File: src/hdl/prefix_tree_acceptor_build_core_assert.svh
// Assertion macros shared by the block's modules.
// Each macro expects signals named clk and rst_n in the using scope.
`ifndef PREFIX_TREE_ACCEPTOR_BUILD_CORE_ASSERT_SVH
`define PREFIX_TREE_ACCEPTOR_BUILD_CORE_ASSERT_SVH

// Same-cycle implication.
`define PTAB_ASSERT_NOW(name, pre, post, msg) \
    name: assert property (@(posedge clk) disable iff (!rst_n) (pre) |-> (post)) \
        else $error(msg);

// Next-cycle implication.
`define PTAB_ASSERT_NEXT(name, pre, post, msg) \
    name: assert property (@(posedge clk) disable iff (!rst_n) (pre) |=> (post)) \
        else $error(msg);

`endif

File: src/hdl/ptab_pkg.sv
`timescale 1ns / 1ps

package ptab_pkg;

    localparam int MAX_STATES_DEF    = 4096;
    localparam int ALPHABET_SIZE_DEF = 4;

    typedef logic [11:0] state_field_t;
    typedef logic [12:0] count_field_t;

    typedef enum logic [1:0] {
        REQ_SYMBOL = 2'd0,
        REQ_EMPTY  = 2'd1,
        REQ_READ   = 2'd2,
        REQ_UNUSED = 2'd3
    } req_t;

    typedef enum logic [1:0] {
        ST_REJ = 2'd0,
        ST_ACC = 2'd1,
        ST_UNK = 2'd2
    } status_t;

    typedef enum logic [1:0] {
        ERR_NONE         = 2'd0,
        ERR_ACC_OVER_REJ = 2'd1,
        ERR_REJ_OVER_ACC = 2'd2,
        ERR_FULL         = 2'd3
    } err_t;

    typedef struct packed {
        logic [1:0]   req_type;
        logic [1:0]   symbol;
        logic         first_symbol;
        logic         last_symbol;
        logic [1:0]   label;
        state_field_t read_state;
    } item_t;

    typedef struct packed {
        state_field_t reached_state;
        logic         created;
        logic         skipped;
        logic [1:0]   error_code;
        count_field_t state_count;
        logic [1:0]   read_status;
        state_field_t read_target;
        logic         read_valid;
    } result_t;

    typedef enum logic [1:0] {
        CTRL_CLEAR = 2'd0,
        CTRL_IDLE  = 2'd1,
        CTRL_EXEC  = 2'd2
    } ctrl_state_t;

    // Controller to datapath
    typedef struct packed {
        logic accept;      // latch item, launch table reads
        logic finish;      // commit updates, load result register
        logic clear_step;  // write one zero entry of the transition table
    } cmd_t;

    // Datapath to controller
    typedef struct packed {
        logic clear_last;  // clearing pass at final entry
        logic out_free;    // result register can take a new transaction
    } dp_status_t;

endpackage

File: src/hdl/ptab_ctrl.sv
`timescale 1ns / 1ps

module ptab_ctrl (
    input  logic                   clk,
    input  logic                   rst_n,
    input  logic                   item_valid,
    output logic                   item_stall,
    input  ptab_pkg::dp_status_t   dp_status,
    output ptab_pkg::cmd_t         cmd
);

`include "prefix_tree_acceptor_build_core_assert.svh"

    ptab_pkg::ctrl_state_t state_reg;
    ptab_pkg::ctrl_state_t state_next;

    always_ff @(posedge clk or negedge rst_n)
    begin
        if (!rst_n)
        begin
            state_reg <= ptab_pkg::CTRL_CLEAR;
        end
        else
        begin
            state_reg <= state_next;
        end
    end

    always_comb
    begin
        state_next = state_reg;
        case (state_reg)
            ptab_pkg::CTRL_CLEAR:
            begin
                if (dp_status.clear_last)
                begin
                    state_next = ptab_pkg::CTRL_IDLE;
                end
            end
            ptab_pkg::CTRL_IDLE:
            begin
                if (item_valid)
                begin
                    state_next = ptab_pkg::CTRL_EXEC;
                end
            end
            ptab_pkg::CTRL_EXEC:
            begin
                if (dp_status.out_free)
                begin
                    state_next = ptab_pkg::CTRL_IDLE;
                end
            end
            default:
            begin
                state_next = ptab_pkg::CTRL_CLEAR;
            end
        endcase
    end

    always_comb
    begin
        item_stall     = 1'b1;
        cmd.accept     = 1'b0;
        cmd.finish     = 1'b0;
        cmd.clear_step = 1'b0;
        case (state_reg)
            ptab_pkg::CTRL_CLEAR:
            begin
                cmd.clear_step = 1'b1;
            end
            ptab_pkg::CTRL_IDLE:
            begin
                item_stall = 1'b0;
                cmd.accept = item_valid;
            end
            ptab_pkg::CTRL_EXEC:
            begin
                cmd.finish = dp_status.out_free;
            end
            default:
            begin
                item_stall = 1'b1;
            end
        endcase
    end

    `PTAB_ASSERT_NEXT(a_accept_to_exec, cmd.accept, state_reg == ptab_pkg::CTRL_EXEC, "accepted transaction did not enter execute")
    `PTAB_ASSERT_NEXT(a_finish_to_idle, cmd.finish, state_reg == ptab_pkg::CTRL_IDLE, "finished transaction did not return to idle")
    `PTAB_ASSERT_NEXT(a_exec_waits, (state_reg == ptab_pkg::CTRL_EXEC) && !dp_status.out_free, state_reg == ptab_pkg::CTRL_EXEC && item_stall, "execute left while result register busy")

endmodule

File: config.mk
export PLATFORM = sky130hd
export DESIGN_NAME = ptab_ctrl
export DESIGN_NICKNAME = d
export VERILOG_FILES = /design/src/hdl/ptab_pkg.sv /design/src/hdl/ptab_ctrl.sv
export VERILOG_INCLUDE_DIRS = /design/src /design/src/hdl
export SDC_FILE = /design/constraint.sdc
export NUM_CORES = 1
export LEC_CHECK = 0
export BUFFER_PORTS_ARGS = -buffer_cell sky130_fd_sc_hd__buf_2
export CORE_AREA = 3 3 40 42
export CTS_CLUSTER_SIZE = 14
export DETAILED_ROUTE_END_ITERATION = 10
export DIE_AREA = 0 0 43 45
export PLACE_DENSITY = 0.3
export SYNTH_ARGS = -nofsm -noshare
export SYNTH_HDL_FRONTEND = slang
export SYNTH_SLANG_ARGS = --single-unit
File: constraint.sdc
create_clock -name clk -period 1.06 [get_ports clk]
set_input_delay 0.159 -clock clk [delete_from_list [all_inputs] [get_ports clk]]
set_output_delay 0.159 -clock clk [all_outputs]
set_load 0.02 [all_outputs]
==> results of run 1 <==
[timing repair]
item,4_1_cts,5_1_grt
gates resized for setup,6,6
endpoints found under the hold margin,2,0
setup buffers,4,1
pin swaps,0,3
hold buffers,1,0
setup endpoints to repair,4,5
gates cloned,0,0
[kinds of logic (layout without fill, tap and decap cells)]
logic type / Yosys count / after routing / share of synthesized area
simple gates: 7 / 7 / 0.345
compound gates: 2 / 2 / 0.143
flops: 2 / 2 / 0.476
buf+inv: 1 / 18 / 0.0357
[through the flow]
| step | TNS (ns) | std cells | total power, mW | instance area, um^2 | setup slack, ns |
|---|---|---|---|---|---|
| after CTS | -0.245 | 43 | 0.770 | 244 | -0.136 |
| after floorplan | 0 | 12 | 0.342 | 105 | 0.0816 |
| final | -0.331 | 44 | 0.814 | 267 | -0.137 |
| after global routing | -0.615 | 44 | 0.879 | 267 | -0.171 |
| after global placement | 0 | 35 | 0.442 | 164 | 0.0930 |
| after detailed placement | 0 | 35 | 0.444 | 164 | 0.0783 |
[power groups by stage]
stage          registers [mW]  clock network [mW]  logic [mW]
6_report                0.172               0.166       0.476
5_1_grt                 0.177               0.191       0.511
4_1_cts                 0.156               0.181       0.433
3_5_place_dp            0.161                   0       0.282
3_3_place_gp            0.162                   0       0.281
2_1_floorplan           0.152                   0       0.190
[how the worst max path moves through the flow]
stage / start / endpoint / slack [ns] / cells after the start
6_report: state_reg[0] / cmd[1] / -0.14 / 2
2_1_floorplan: state_reg[1] / state_reg[0] / 0.08 / 2
3_3_place_gp: state_reg[0] / state_reg[0] / 0.09 / 2
3_5_place_dp: state_reg[0] / cmd[1] / 0.08 / 2
5_1_grt: state_reg[0] / cmd[1] / -0.17 / 2
4_1_cts: state_reg[0] / cmd[1] / -0.14 / 2
[per-layer routing]
layer / up-vias / GRT usage
li1: 75 / -
met1: 60 / 0.0483
met2: 9 / 0.0569
met3: 0 / 0.0438
met4: 0 / 0.0542
met5: - / 0
[Yosys cell counts (all sizes together)]
library cell	n	area [um^2]
a31o	1	8.76
nor2	2	7.51
dfrtp	2	50.1
o22ai	1	6.26
nand2b	1	6.26
or2	1	6.26
nand2	2	7.51
and3b	1	8.76
inv	1	3.75
[critical path, delay by kind of cell (launching register included)]
family | cells | cell delay (ns)
flops | 1 | 0.43
buf+inv | 1 | 0.12
simple gates | 1 | 0.27
[final cells by class]
| cell class | instances | area [um^2] | share of cell area |
|---|---|---|---|
| inverter | 1 | 3.75 | 0.0141 |
| timing repair buffer | 14 | 113 | 0.423 |
| multi-input combinational | 9 | 57.6 | 0.216 |
| sequential | 2 | 51.3 | 0.192 |
| clock buffer | 3 | 22.5 | 0.0845 |
| tap | 15 | 18.8 | 0.0704 |
==> results.json, run 1 <==
{
  "drt_iter0_drc": 3,
  "holdCritStartpoint": "dp_status[0]",
  "largest_reg_flops": 2,
  "hold_end": "state_reg[1]",
  "slew_viol_final": 0,
  "period_needed_ns": 1.20,
  "timing.fmax_mhz": 836,
  "synth-seq-area-share": 0.476,
  "n_antenna_cell": 0,
  "fin_skew_ns": 0.00286,
  "insertion_delay_ns": 0.22,
  "wl_per_cell_um": 9.07,
  "pwr-share-comb": 0.584,
  "min_path_cells": 2,
  "cp_slowest_cell": "dfrtp_2",
  "violations": "setup timing",
  "synth_warnings": 0,
  "hold_class": "in -> reg",
  "slew-limit-headroom": 0.893,
  "wl_met3_um": 56,
  "ys_seq_elements": 2,
  "wl_um": 399,
  "clkPwrFrac": 0.204,
  "via_per_inst": 3.27,
  "vdd_drop_max_v": 0.000951,
  "outcome": "complete, but fails checks",
  "ys_types": 9,
  "place.gp.congestion": 0.721,
  "detailed_place_hpwl_um": 270,
  "rr_startpoint": "state_reg[1]",
  "antenna_found_initial": 0,
  "met2_length_um": 146,
  "hold-worst-slack_ns": 0.140,
  "grt_pass1_vias": 141,
  "die_y_um": 45,
  "overflow": 0,
  "clk_pin_slew_worst_paths_ns": 0.03,
  "arrival_ns": 1.04,
  "ant_nets": 0,
  "htree_levels": 1,
  "setup_viol": 5,
  "die_w_um": 43,
  "fin_nets": 36,
  "met1Wirelength_um": 195,
  "post-route-util": 0.207,
  "syn-num-nets": 17,
  "r2r_end": "state_reg[0]",
  "avgSynthCellArea_um2": 8.76,
  "p_sw_frac": 0.369,
  "r2r_slack_ns": -0.12,
  "hold_violations": 0,
  "grt_max_degree": 7,
  "fin_crit_sh": 1.13,
  "power.internal_uw": 514,
  "root_buffer": "clkbuf_4",
  "mostFrequentLayoutCells": "buf_4 (5), buf_2 (4), buf_6 (4)",
  "ios": 9,
  "power_switching_uw": 301,
  "start_kind": "flip-flop",
  "route.top_layer_used": "met3",
  "n_fill_cell": 143,
  "path_class": "reg -> out",
  "pwr-share-seq": 0.211,
  "powerDensity_nw_per_um2": 3060,
  "layout-drive-gt1-share": 0.690,
  "syn_to_final_growth_pct": 154,
  "drv_cap": 0,
  "clockBufferDepth": 2,
  "cts_tree": "yes",
  "worstSetupEndpointType": "output pin",
  "drc": 0,
  "grt_pass1_wl_um": 607,
  "std_cell_rows": 13,
  "core_area_um2": 1280,
  "io_buffer_count": 8,
  "grt_setup_unrepaired": "yes",
  "worst_slew_pin_slew_ns": 0.161,
  "drtPass1Iterations": 2,
  "power.leakage_nw": 0.132,
  "r2r_cells": 4,
  "synth_area_um2": 105,
  "numCtsBuffers": 3,
  "cp.required_ns": 0.90,
  "die_area_um2": 1940,
  "synthCells": 12,
  "cp_cell_sequence": "and3b_2, buf_6",
  "setup_ws_ns": -0.137,
  "cp_slowest_stage_delay_ns": 0.43,
  "cts_num_sinks": 2,
  "vias": 144,
  "layout_commonest_cell": "buf_4",
  "worst-path-max-fanout": 6,
  "floorplan.initialDensity": 0.0818,
  "grt_util_all_layers": 0.0492
}
Note: power is estimated with default switching activity, not from simulation.
==> run 2, diff against run 1 <==
--- a/config.mk
+++ b/config.mk
@@ -12,6 +12,7 @@
 export DETAILED_ROUTE_END_ITERATION = 10
 export DIE_AREA = 0 0 43 45
 export PLACE_DENSITY = 0.3
+export REMOVE_ABC_BUFFERS = 1
 export SYNTH_ARGS = -nofsm -noshare
 export SYNTH_HDL_FRONTEND = slang
 export SYNTH_SLANG_ARGS = --single-unit
==> constraint.sdc (replaced) <==
create_clock -name clk -period 1.06 [get_ports clk]
set_input_delay 0.212 -clock clk [delete_from_list [all_inputs] [get_ports clk]]
set_output_delay 0.212 -clock clk [all_outputs]
set_load 0.02 [all_outputs]
==> run 2 against run 1 <==
  * The run still ends with setup timing left
  * Non-clock buffer count shrank 4
  * Die area unchanged
  * Setup slack got worse by 0.029 ns
  * Core utilization decreased by 3.1 points
  * Critical path type unchanged
  * Highest routed layer unchanged
==> results.json, run 2 (synthesized netlist as in run 1, its figures left out) <==
{
  "outcome": "complete, but fails checks",
  "violations": "setup timing",
  "io_buffer_count": 8,
  "htree_levels": 1,
  "arrival_ns": 1.01,
  "cp.required_ns": 0.85,
  "layout-drive-gt1-share": 0.600,
  "worst-path-max-fanout": 6,
  "grt_util_all_layers": 0.0475,
  "worst_slew_pin_slew_ns": 0.160,
  "drt_iter0_drc": 2,
  "ant_nets": 0,
  "hold_violations": 0,
  "slew_viol_final": 0,
  "insertion_delay_ns": 0.22,
  "timing.fmax_mhz": 816,
  "start_kind": "flip-flop",
  "crit_family": "flip-flops",
  "drv_cap": 0,
  "layout_commonest_cell": "buf_2",
  "vias": 133,
  "slew-limit-headroom": 0.893,
  "grt_setup_unrepaired": "yes",
  "hold_class": "in -> reg",
  "clockBufferDepth": 2,
  "n_antenna_cell": 0,
  "grt_pass1_vias": 140,
  "multiInputGateArea_um2": 55.1,
  "power.leakage_nw": 0.111,
  "cts_tree": "yes",
  "path_buf_inv": 1,
  "total_power_uw": 719,
  "std_cell_rows": 13,
  "root_buffer": "clkbuf_4",
  "core_area_um2": 1280,
  "grt_max_degree": 7,
  "vdd_drop_max_v": 0.000833,
  "cp_cell_sequence": "and3b_2, buf_6",
  "regArea_um2": 51.3,
  "cp_slowest_cell": "dfrtp_1",
  "setup_ws_ns": -0.166,
  "period_needed_ns": 1.23,
  "wl_per_cell_um": 8.33,
  "fin_nets": 32,
  "cp_slowest_stage_delay_ns": 0.41,
  "clk_pin_slew_worst_paths_ns": 0.03,
  "overflow": 0,
  "largest_reg_flops": 2,
  "fin_skew_ns": 0.00258,
  "via_per_inst": 3.33,
  "syn_to_final_growth_pct": 115,
  "fin_crit_sh": 1.16,
  "place.gp.congestion": 0.807,
  "numCtsBuffers": 3,
  "die_w_um": 43,
  "drc": 0,
  "setup_viol": 4,
  "antenna_found_initial": 0,
  "ios": 9,
  "drtPass1Iterations": 2,
  "grt_pass1_wl_um": 607,
  "die_y_um": 45,
  "mostFrequentLayoutCells": "buf_2 (4), clkbuf_4 (3), buf_4 (3)",
  "wl_um": 333,
  "floorplan.initialDensity": 0.0818,
  "worstSetupEndpointType": "output pin",
  "n_fill_cell": 142,
  "powerDensity_nw_per_um2": 3180,
  "die_area_um2": 1940,
  "path_class": "reg -> out",
  "place_ws_ns": 0.0254,
  "cts_num_sinks": 2
}
run 2: cell count changes in the layout (fill, tap and decap cells not counted):
cell / before / now
buf_4: 5 / 3
buf_6: 4 / 2
nor2_1: 1 / 2
nor2_2: 1 / 0
run 2: routing by layer:
layer,global-route usage,up-vias,share of wire
li1,-,66,-
met1,0.0483,58,0.48
met2,0.0569,9,0.34
met3,0.0478,0,0.17
met4,0.0361,0,0
met5,0,-,0
run 2: power breakdown:
part	total (mW)	switching [mW]	internal, mW
sequential	0.167	0.0495	0.118
clock	0.168	0.0429	0.125
combinational	0.384	0.188	0.197
run 2: path summary, 6_finish.rpt:
| check | start | slack, ns | cells after the start | to |
|---|---|---|---|---|
| setup / recovery | state_reg[0] | -0.17 | 2 | cmd[1] |
| hold / removal | dp_status[0] | 0.19 | 2 | state_reg[1] |
| setup reg to reg | state_reg[0] | 0.06 | 2 | state_reg[0] |
| max in group asynchronous | rst_n | 0.65 | 2 | state_reg[1] |
| hold reg to reg | state_reg[1] | 0.55 | 1 | state_reg[1] |
| min in group asynchronous | rst_n | 0.30 | 2 | state_reg[1] |
run 2: metrics by stage:
step	cell area (um^2)	setup TNS [ns]	utilization	cells	hold WS, ns
finish	226	-0.459	0.176	40	0.191
global route	226	-0.688	0.176	40	0.209
CTS	224	-0.512	0.174	40	0.188
detailed placement	164	0	0.128	35	0.0000457
global placement	164	0	0.128	35	-0.00207
floorplan	105	0	-	12	-0.0836
run 2: area by class of cell:
| cell class | count | area share |
|---|---|---|
| inverters | 1 | 0.0166 |
| clock buffers | 3 | 0.0994 |
| multi-input cells | 9 | 0.243 |
| repair buffers | 10 | 0.331 |
| well taps | 15 | 0.0829 |
| flip-flops and latches | 2 | 0.227 |
run 2: what timing repair did:
action | CTS | global route
endpoints found under the hold margin | 2 | 0
buffers inserted | 1 | 0
setup endpoints to repair | 4 | 4
gates resized for setup | 7 | 2
hold buffers | 1 | 0
==> run 3, diff against run 2 <==
--- a/config.mk
+++ b/config.mk
@@ -13,6 +13,7 @@
 export DIE_AREA = 0 0 43 45
 export PLACE_DENSITY = 0.3
 export REMOVE_ABC_BUFFERS = 1
+export SETUP_SLACK_MARGIN = 0.15
 export SYNTH_ARGS = -nofsm -noshare
 export SYNTH_HDL_FRONTEND = slang
 export SYNTH_SLANG_ARGS = --single-unit
==> run 3 against run 2 <==
  * Die area unchanged
  * Critical path type unchanged
  * Total power unchanged
  * Routed wire length unchanged
  * Sequential share of layout area did not move
  * Via count unchanged
  * Fmax did not move
  * The flow still finishes with violations (setup timing)
  * Cell count unchanged
==> results.json, run 3 (synthesized netlist as in run 1, its figures left out) <==
{
  "place.gp.congestion": 0.807,
  "clockBufferDepth": 2,
  "setup_ws_ns": -0.166,
  "largest_reg_flops": 2,
  "arrival_ns": 1.01,
  "syn_to_final_growth_pct": 115,
  "die_area_um2": 1940,
  "htree_levels": 1,
  "drtPass1Iterations": 2,
  "fin_area_um2": 226,
  "regArea_um2": 51.3,
  "fin_nets": 32,
  "grt_pass1_wl_um": 607,
  "overflow": 0,
  "floorplan.initialDensity": 0.0818,
  "root_buffer": "clkbuf_4",
  "wl_per_cell_um": 8.33,
  "start_kind": "flip-flop",
  "mostFrequentLayoutCells": "buf_2 (4), clkbuf_4 (3), buf_4 (3)",
  "timing.fmax_mhz": 816,
  "io_buffer_count": 8,
  "layout_commonest_cell": "buf_2",
  "drv_cap": 0,
  "slew-limit-headroom": 0.893,
  "fin_crit_sh": 1.16,
  "via_per_inst": 3.33,
  "worst_slew_pin_slew_ns": 0.160,
  "ios": 9,
  "outcome": "complete, but fails checks",
  "std_cell_rows": 13,
  "layout-drive-gt1-share": 0.600,
  "powerDensity_nw_per_um2": 3180,
  "violations": "setup timing",
  "hold-worst-slack_ns": 0.191,
  "total_power_uw": 719,
  "tns_ns": -0.459,
  "multiInputGateArea_um2": 55.1,
  "path_class": "reg -> out",
  "antenna_found_initial": 0,
  "wl_um": 333,
  "power.leakage_nw": 0.111,
  "setup_viol": 4,
  "cp.required_ns": 0.85,
  "cts_num_sinks": 2,
  "grt_pass1_vias": 140,
  "n_antenna_cell": 0,
  "slew_viol_final": 0,
  "hold_class": "in -> reg",
  "grt_util_all_layers": 0.0475,
  "grt_setup_unrepaired": "yes",
  "die_w_um": 43,
  "die_y_um": 45,
  "insertion_delay_ns": 0.22,
  "drt_iter0_drc": 2,
  "worst-path-max-fanout": 6,
  "numCtsBuffers": 3,
  "fin_skew_ns": 0.00258,
  "hold_violations": 0,
  "core_area_um2": 1280,
  "drc": 0,
  "vias": 133,
  "clk_pin_slew_worst_paths_ns": 0.03,
  "dpl_cell_area_um2": 164,
  "worstSetupEndpointType": "output pin",
  "cts_tree": "yes",
  "period_needed_ns": 1.23,
  "vdd_drop_max_v": 0.000833,
  "n_fill_cell": 142,
  "grt_max_degree": 7,
  "ant_nets": 0
}
run 3: cell counts in the layout (fill, tap and decap cells not counted):
No cell type changed its count.
run 3: path summary, 6_finish.rpt:
kind | slack [ns] | to | startpoint | cells past startpoint
max | -0.17 | cmd[1] | state_reg[0] | 2
min | 0.19 | state_reg[1] | dp_status[0] | 2
max reg2reg | 0.06 | state_reg[0] | state_reg[0] | 2
min reg2reg | 0.55 | state_reg[1] | state_reg[1] | 1
max in group asynchronous | 0.65 | state_reg[1] | rst_n | 2
min in group asynchronous | 0.30 | state_reg[1] | rst_n | 2
run 3: power by group:
part           leakage [nW]  internal [mW]  total (mW)  switching, mW
combinational        0.0737          0.197       0.384          0.188
sequential           0.0234          0.118       0.167         0.0495
clock                0.0138          0.125       0.168         0.0429
total                 0.111          0.439       0.719          0.280
run 3: worst max-delay path: stages (launching register included):
cell and delay (ns):
dfrtp_1 0.41, and3b_2 0.27, buf_6 0.12
run 3: metrics by stage:
step                      std cells   util  setup WS [ns]
after floorplan                  12      -         0.0816
after global placement           35  0.128         0.0608
after detailed placement         35  0.128         0.0254
after CTS                        40  0.174         -0.190
after global routing             40  0.176         -0.216
final                            40  0.176         -0.166
run 3: timing repair:
item / 4_1_cts / 5_1_grt
resized for setup: 7 / 2
setup endpoints to repair: 5 / 5
hold buffers: 1 / 0
setup buffers: 1 / 0
endpoints found under the hold margin: 2 / 0
run 3: layout make-up:
type | count | share of cell area
Inverter | 1 | 0.0166
Tap cell | 15 | 0.0829
Timing Repair Buffer | 10 | 0.331
Clock buffer | 3 | 0.0994
Multi-Input combinational cell | 9 | 0.243
Sequential cell | 2 | 0.227
run 3: metal layers:
layer | vias up | GRT usage | wire length, um
li1 | 66 | - | -
met1 | 58 | 0.0483 | 160
met2 | 9 | 0.0569 | 114
met3 | 0 | 0.0478 | 58
met4 | 0 | 0.0361 | 0
met5 | - | 0 | 0
